<file path="src/rtl/prot_pkg.sv">
package prot_pkg;

	localparam int COORD_W    = 12;
	localparam int ANGLE_W    = 8;
	localparam int LIMIT_W    = 10;
	localparam int DIFF_W     = COORD_W + 1;
	localparam int FRAC_BITS  = 16;
	localparam int TRIG_W     = FRAC_BITS + 2;
	localparam int PROD_W     = TRIG_W + DIFF_W;
	localparam int SUM_W      = PROD_W + 1;
	localparam int SHIFT_W    = SUM_W - FRAC_BITS;
	localparam int FULL_W     = SHIFT_W + 1;

	localparam int TABLE_LEN   = 20;
	localparam int ANGLE_STEPS = 20;
	localparam int TAB_IDX_W   = $clog2(TABLE_LEN);

	localparam logic [LIMIT_W-1:0] MAX_X_RST = LIMIT_W'(320);
	localparam logic [LIMIT_W-1:0] MAX_Y_RST = LIMIT_W'(240);

	localparam int CFG_IDX_W = 2;
	typedef enum logic [CFG_IDX_W-1:0] {
		CFG_MAX_X = 2'd0,
		CFG_MAX_Y = 2'd1
	} cfg_idx_t;

	localparam logic signed [TRIG_W-1:0] SIN_TAB [TABLE_LEN] = '{
		18'sd0,     18'sd1144,  18'sd2287,  18'sd3430,  18'sd4572,
		18'sd5712,  18'sd6850,  18'sd7987,  18'sd9121,  18'sd10252,
		18'sd11380, 18'sd12505, 18'sd13626, 18'sd14742, 18'sd15855,
		18'sd16962, 18'sd18064, 18'sd19161, 18'sd20252, 18'sd21336
	};

	localparam logic signed [TRIG_W-1:0] COS_TAB [TABLE_LEN] = '{
		18'sd65536, 18'sd65526, 18'sd65496, 18'sd65446, 18'sd65376,
		18'sd65287, 18'sd65177, 18'sd65048, 18'sd64898, 18'sd64729,
		18'sd64540, 18'sd64332, 18'sd64104, 18'sd63856, 18'sd63589,
		18'sd63303, 18'sd62997, 18'sd62672, 18'sd62328, 18'sd61966
	};

	typedef struct packed {
		logic signed [DIFF_W-1:0]  dx;
		logic signed [DIFF_W-1:0]  dy;
		logic signed [TRIG_W-1:0]  sn;
		logic signed [TRIG_W-1:0]  cs;
		logic signed [COORD_W-1:0] cx;
		logic signed [COORD_W-1:0] cy;
	} prot_s1_t;

endpackage

</file>
<file path="src/rtl/point_rotate_about_center.sv">
// a start beat goes via the input and result registers to rot_x/rot_y with done
// throughput: one beat per cycle, busy never rises
// sine and cosine lookup and offsets sit before the input register, the four
// multiplies, shift and clamp before the result register
// arst_n clears the stage valids and sets max_x to 320 and max_y to 240
// done is a one-cycle strobe, the receiver cannot stall
module point_rotate_about_center
	import prot_pkg::*;
#(
	parameter int ANGLE_STEPS = prot_pkg::ANGLE_STEPS
)
(
	input  logic                      clk,
	input  logic                      arst_n,
	input  logic                      start,
	output logic                      busy,
	input  logic signed [COORD_W-1:0] point_x,
	input  logic signed [COORD_W-1:0] point_y,
	input  logic signed [COORD_W-1:0] center_x,
	input  logic signed [COORD_W-1:0] center_y,
	input  logic signed [ANGLE_W-1:0] angle,
	output logic                      done,
	output logic [LIMIT_W-1:0]        rot_x,
	output logic [LIMIT_W-1:0]        rot_y,
	input  logic                      cfg_valid,
	output logic                      cfg_ready,
	input  logic [CFG_IDX_W-1:0]      cfg_index,
	input  logic [LIMIT_W-1:0]        cfg_data
);

	logic               vld_s1;
	prot_s1_t           data_s1;
	logic [LIMIT_W-1:0] max_x_q, max_y_q;

	assign busy      = 1'b0;
	assign cfg_ready = 1'b1;

	always_ff @(posedge clk or negedge arst_n) begin
		if (!arst_n) begin
			max_x_q <= MAX_X_RST;
			max_y_q <= MAX_Y_RST;
		end else if (cfg_valid && cfg_ready) begin
			unique case (cfg_index)
				CFG_MAX_X: max_x_q <= cfg_data;
				CFG_MAX_Y: max_y_q <= cfg_data;
				default: ;
			endcase
		end
	end

	prot_input #(
		.ANGLE_STEPS (ANGLE_STEPS)
	) u_input (
		.clk      (clk),
		.arst_n   (arst_n),
		.take     (start && !busy),
		.point_x  (point_x),
		.point_y  (point_y),
		.center_x (center_x),
		.center_y (center_y),
		.angle    (angle),
		.vld_s1   (vld_s1),
		.data_s1  (data_s1)
	);

	prot_rotate u_rotate (
		.clk     (clk),
		.arst_n  (arst_n),
		.vld_s1  (vld_s1),
		.data_s1 (data_s1),
		.max_x   (max_x_q),
		.max_y   (max_y_q),
		.done    (done),
		.rot_x   (rot_x),
		.rot_y   (rot_y)
	);

endmodule

</file>
<file path="src/rtl/prot_input.sv">
module prot_input
	import prot_pkg::*;
#(
	parameter int ANGLE_STEPS = prot_pkg::ANGLE_STEPS
)
(
	input  logic                      clk,
	input  logic                      arst_n,
	input  logic                      take,
	input  logic signed [COORD_W-1:0] point_x,
	input  logic signed [COORD_W-1:0] point_y,
	input  logic signed [COORD_W-1:0] center_x,
	input  logic signed [COORD_W-1:0] center_y,
	input  logic signed [ANGLE_W-1:0] angle,
	output logic                      vld_s1,
	output prot_s1_t                  data_s1
);

	localparam int ANGLE_LIM = (ANGLE_STEPS < TABLE_LEN) ? ANGLE_STEPS : TABLE_LEN;

	logic                     ang_ok;
	logic [TAB_IDX_W-1:0]     tab_idx;
	prot_s1_t                 data_d;

	// negative angles and those past the table give zero sine and cosine
	assign ang_ok  = !angle[ANGLE_W-1] &&
		(angle[ANGLE_W-2:0] < (ANGLE_W-1)'(ANGLE_LIM));
	assign tab_idx = angle[TAB_IDX_W-1:0];

	always_comb begin
		data_d.dx = DIFF_W'(point_x) - DIFF_W'(center_x);
		data_d.dy = DIFF_W'(point_y) - DIFF_W'(center_y);
		data_d.sn = ang_ok ? SIN_TAB[tab_idx] : '0;
		data_d.cs = ang_ok ? COS_TAB[tab_idx] : '0;
		data_d.cx = center_x;
		data_d.cy = center_y;
	end

	always_ff @(posedge clk or negedge arst_n) begin
		if (!arst_n) begin
			vld_s1 <= 1'b0;
		end else begin
			vld_s1 <= take;
		end
	end

	always_ff @(posedge clk) begin
		if (take) begin
			data_s1 <= data_d;
		end
	end

endmodule

</file>
<file path="src/rtl/prot_rotate.sv">
module prot_rotate
	import prot_pkg::*;
(
	input  logic               clk,
	input  logic               arst_n,
	input  logic               vld_s1,
	input  prot_s1_t           data_s1,
	input  logic [LIMIT_W-1:0] max_x,
	input  logic [LIMIT_W-1:0] max_y,
	output logic               done,
	output logic [LIMIT_W-1:0] rot_x,
	output logic [LIMIT_W-1:0] rot_y
);

	function automatic logic [LIMIT_W-1:0] clamp(input logic signed [FULL_W-1:0] v,
		input logic [LIMIT_W-1:0] lim);
		logic [LIMIT_W-1:0] r;
		if (v[FULL_W-1]) begin
			r = '0;
		end else if (v > $signed({{(FULL_W-LIMIT_W){1'b0}}, lim})) begin
			r = lim;
		end else begin
			r = v[LIMIT_W-1:0];
		end
		return r;
	endfunction

	logic signed [PROD_W-1:0]  p_cdx, p_sdy, p_sdx, p_cdy;
	logic signed [SUM_W-1:0]   sum_x, sum_y;
	logic signed [SHIFT_W-1:0] sh_x, sh_y;
	logic signed [FULL_W-1:0]  full_x, full_y;
	logic                      done_s2;
	logic [LIMIT_W-1:0]        rot_x_s2, rot_y_s2;

	assign p_cdx  = PROD_W'(data_s1.cs) * PROD_W'(data_s1.dx);
	assign p_sdy  = PROD_W'(data_s1.sn) * PROD_W'(data_s1.dy);
	assign p_sdx  = PROD_W'(data_s1.sn) * PROD_W'(data_s1.dx);
	assign p_cdy  = PROD_W'(data_s1.cs) * PROD_W'(data_s1.dy);
	assign sum_x  = SUM_W'(p_cdx) - SUM_W'(p_sdy);
	assign sum_y  = SUM_W'(p_sdx) + SUM_W'(p_cdy);
	// floor shift is the upper bits of the two's complement sum
	assign sh_x   = sum_x[SUM_W-1:FRAC_BITS];
	assign sh_y   = sum_y[SUM_W-1:FRAC_BITS];
	assign full_x = FULL_W'(sh_x) + FULL_W'(data_s1.cx);
	assign full_y = FULL_W'(sh_y) + FULL_W'(data_s1.cy);

	always_ff @(posedge clk or negedge arst_n) begin
		if (!arst_n) begin
			done_s2 <= 1'b0;
		end else begin
			done_s2 <= vld_s1;
		end
	end

	always_ff @(posedge clk) begin
		if (vld_s1) begin
			rot_x_s2 <= clamp(full_x, max_x);
			rot_y_s2 <= clamp(full_y, max_y);
		end
	end

	assign done  = done_s2;
	assign rot_x = rot_x_s2;
	assign rot_y = rot_y_s2;

endmodule

</file>
<file path="config.mk">
export PLATFORM = sky130hd
export DESIGN_NAME = point_rotate_about_center
export DESIGN_NICKNAME = d
export VERILOG_FILES = /design/src/rtl/prot_pkg.sv /design/src/rtl/point_rotate_about_center.sv /design/src/rtl/prot_input.sv /design/src/rtl/prot_rotate.sv
export SDC_FILE = /design/constraint.sdc
export NUM_CORES = 2
export LEC_CHECK = 0
export BUFFER_PORTS_ARGS = -buffer_cell sky130_fd_sc_hd__clkbuf_2
export CORE_MARGIN = 5
export CORE_UTILIZATION = 65
export DETAILED_ROUTE_END_ITERATION = 10
export PLACE_DENSITY = 0.83
export SYNTH_ARGS = -nofsm -noshare
export SYNTH_HDL_FRONTEND = slang
export SYNTH_SLANG_ARGS = --single-unit
</file>
<file path="constraint.sdc">
create_clock -name clk -period 28.4 [get_ports clk]
set_input_delay 2.84 -clock clk [delete_from_list [all_inputs] [get_ports clk]]
set_output_delay 2.84 -clock clk [all_outputs]
set_load 0.005 [all_outputs]
</file>
==> summary.txt <==
Run status
  • Status: complete, no violations

Clock tree
  • CTS tree: yes
  • Skew-Pair Late Insertion Delay: 0.46 ns
  • Clk buf depth: 2
  • Clock-pin slew on the worst setup and hold paths: 0.07 ns
  • Post-CTS Setup Repair Bufs: 0
  • Root buf cell: clkbuf_16
  • CTS resizes: 0
  • Cts hold-fix bufs: 0
  • Inserted Clock Buffers: 17
  • H-tree lvl count: 4
  • CTS Sinks: 121

Min path
  • Worst Hold Class: reg -> reg
  • Hold Crit Start: max_y_q[2]$_DFFE_PN0P_
  • Hold Path Depth: 1
  • WHS Endpoint: max_y_q[2]$_DFFE_PN0P_

STA
  • Max-slew violation count: 0
  • Unrepaired setup endpoints after global routing: no
  • Worst-margin pin slew: 1.15 ns
  • Clk_skew: 0.0159 ns
  • Final Critical Period: 11.13 ns
  • Slew margin rel.: 22.2%
  • Post-route clock period utilization: 39.2%
  • Setup_tns: 0 ns
  • # setup viols final: 0
  • F_max: 89.9 MHz
  • Fin. Hold Viols: 0

Floorplanning
  • IO Pins: 95
  • Initial Util: 65.9%
  • Die Y: 244 µm
  • Core Box Area: 54,000 µm²
  • Die width: 244 µm
  • Full die area: 59,600 µm²
  • FP Rows: 85

Route
  • TritonRoute pass-1 iters: 7
  • Vias/cell: 5.60
  • Initial DRC count: 1,779
  • DRT Wirelength: 82,200 µm
  • WL per Instance: 18.0 µm
  • # DRC: 0
  • Vias post-DR: 25,600
  • Detail Route Antenna Nets: 0

Synth
  • Post-synth EDFFs: 99
  • Post-synth cell types: 75
  • Seq/Total Area, Yosys: 9.91%
  • Mapped Area: 35,600 µm²
  • Syn_nets: 5,065
  • Post-Syn Instances: 3,853
  • Yosys warnings: 0
  • Synthesis-stage register bit count: 121
  • Ys flop type: edfxtp_1
  • Syn_area_per_cell: 9.25 µm²
  • FFs w/ async S/R, synth: 18.2%

Setup path
  • Crit-path max FO: 27
  • Reg2reg path depth: 35
  • Cell mode on critical path: fa_1
  • Slowest CP cell: inv_1
  • Critical path arrival: 11.30 ns
  • R2R Path Start: u_input.data_s1[72]$_DFFE_PP_
  • Req. time, crit path: 28.57 ns
  • Critical path type: reg -> reg
  • Crit Reg-Reg Endpoint: u_rotate.rot_y[1]$_SDFFCE_PN0P_
  • Reg2reg setup slack: 17.27 ns
  • Crit end category: register
  • Startpoint Class: register
  • Worst path max stage delay: 0.89 ns

GRT
  • Largest net degree at the start of global routing: 56
  • First-pass GRT wire length: 139,000 µm
  • GRT Util Overall: 28.9%
  • Via count of the first global-routing pass: 28,100
  • Initial antenna violation count: 0
  • Total gr overflow: 0

Placement
  • Placed cell areas: 36,700 µm²
  • Post-DP HPWL: 63,200 µm
  • Placed cell count: 4,533
  • I/O Buffers: 92
  • Gpl congestion: 0.939

Layout
  • Area delta synth->final: 4.76%
  • Fin cells: 4,565
  • Fin util: 69.1%
  • Layout cells sized above 1: 5.45%
  • Fill count: 4,003
  • Diode count: 0
  • NumNets Final: 5,068
  • Fin area: 37,300 µm²
  • Most common cell after layout, fill and taps aside: inv_1
  • Most frequent cells in the layout: inv_1, fa_1, ha_1

Flow run
  • Max Cap Violations: 0
==> synthesized netlist by cell type, types with 27 or more instances <==
cell      number  area share [%]
inv_1       1001              11
fa_1         717              40
ha_1         423              15
and2_1       413             7.3
nand2_1      356             3.8
clkbuf_1     154             1.6
nor2_1       154             1.6
edfxtp_1      99             8.3
a21oi_1       75             1.1
o21ai_0       64            0.90
xnor2_1       43             1.1
nand2b_1      32            0.56
mux2i_1       27            0.76
==> final cells by class <==
cell class	count	area, µm²	area share (%)
clock buffer	18	450	1.21
multi-input combinational	2567	27700	74.2
timing repair buffer	147	876	2.35
sequential	121	3530	9.46
clock inverter	14	123	0.329
tap	696	871	2.33
inverter	1002	3760	10.1
==> metrics by stage <==
stage	hold WS (ns)	setup slack, ns
3_3_place_gp	0.488	17.68
2_1_floorplan	0.479	18.76
3_5_place_dp	0.497	17.41
5_1_grt	0.526	16.71
6_report	0.519	17.27
4_1_cts	0.514	17.41
==> how the worst max path moves through the flow <==
stage                                  startpoint                         endpoint  cells after the start
floorplan           u_input.data_s1[72]$_DFFE_PP_  u_rotate.rot_y[1]$_SDFFCE_PN0P_                     39
detailed placement  u_input.data_s1[72]$_DFFE_PP_  u_rotate.rot_y[1]$_SDFFCE_PN0P_                     37
CTS                 u_input.data_s1[72]$_DFFE_PP_  u_rotate.rot_y[1]$_SDFFCE_PN0P_                     35
finish              u_input.data_s1[72]$_DFFE_PP_  u_rotate.rot_y[1]$_SDFFCE_PN0P_                     35
global placement    u_input.data_s1[72]$_DFFE_PP_  u_rotate.rot_y[0]$_SDFFCE_PN0P_                     36
global route        u_input.data_s1[72]$_DFFE_PP_  u_rotate.rot_y[1]$_SDFFCE_PN0P_                     35
==> cells by family (layout without fill, tap and decap cells) <==
group,count (synthesis),in the layout,share of synthesized area [%]
XOR/XNOR,64,64,1.57
flip-flops,121,121,9.91
AND/OR/NAND/NOR,1043,1043,14.7
AO/OA/AOI/OAI,279,279,5.14
adder cells (fa/ha/maj),1140,1140,55.2
multiplexers,39,39,1.17
buffers and inverters,1165,1181,12.3
other,2,2,0.0211
==> layer usage <==
metal  vias up  global-route usage, %  part of all wire [%]
met4         0                   12.8                   5.5
met2      1005                   50.7                    50
li1      11500                      -                     -
met3       228                   3.93                   6.9
met5         -                      0                     0
met1     12800                   36.0                    37
==> sequential cells by signal, summed over array words and instances, names as in the netlist <==
signal	flops
u_rotate.done	1
u_rotate.rot_x	10
u_rotate.rot_y	10
u_input.vld_s1	1
max_x_q	10
max_y_q	10
u_input.data_s1	79
==> critical path: cells and delay by family, from the launching register on <==
family | cells | cell delay [ns]
flip-flops | 1 | 0.62
AO/OA/AOI/OAI | 7 | 2.00
buffers and inverters | 6 | 1.14
XOR/XNOR | 2 | 0.39
adder cells (fa/ha/maj) | 10 | 4.34
AND/OR/NAND/NOR | 9 | 2.07
multiplexers | 1 | 0.30
Power is left out: the tool's default activity adds up to more than one toggle a clock period on the data nets, which glitch-free logic cannot reach.
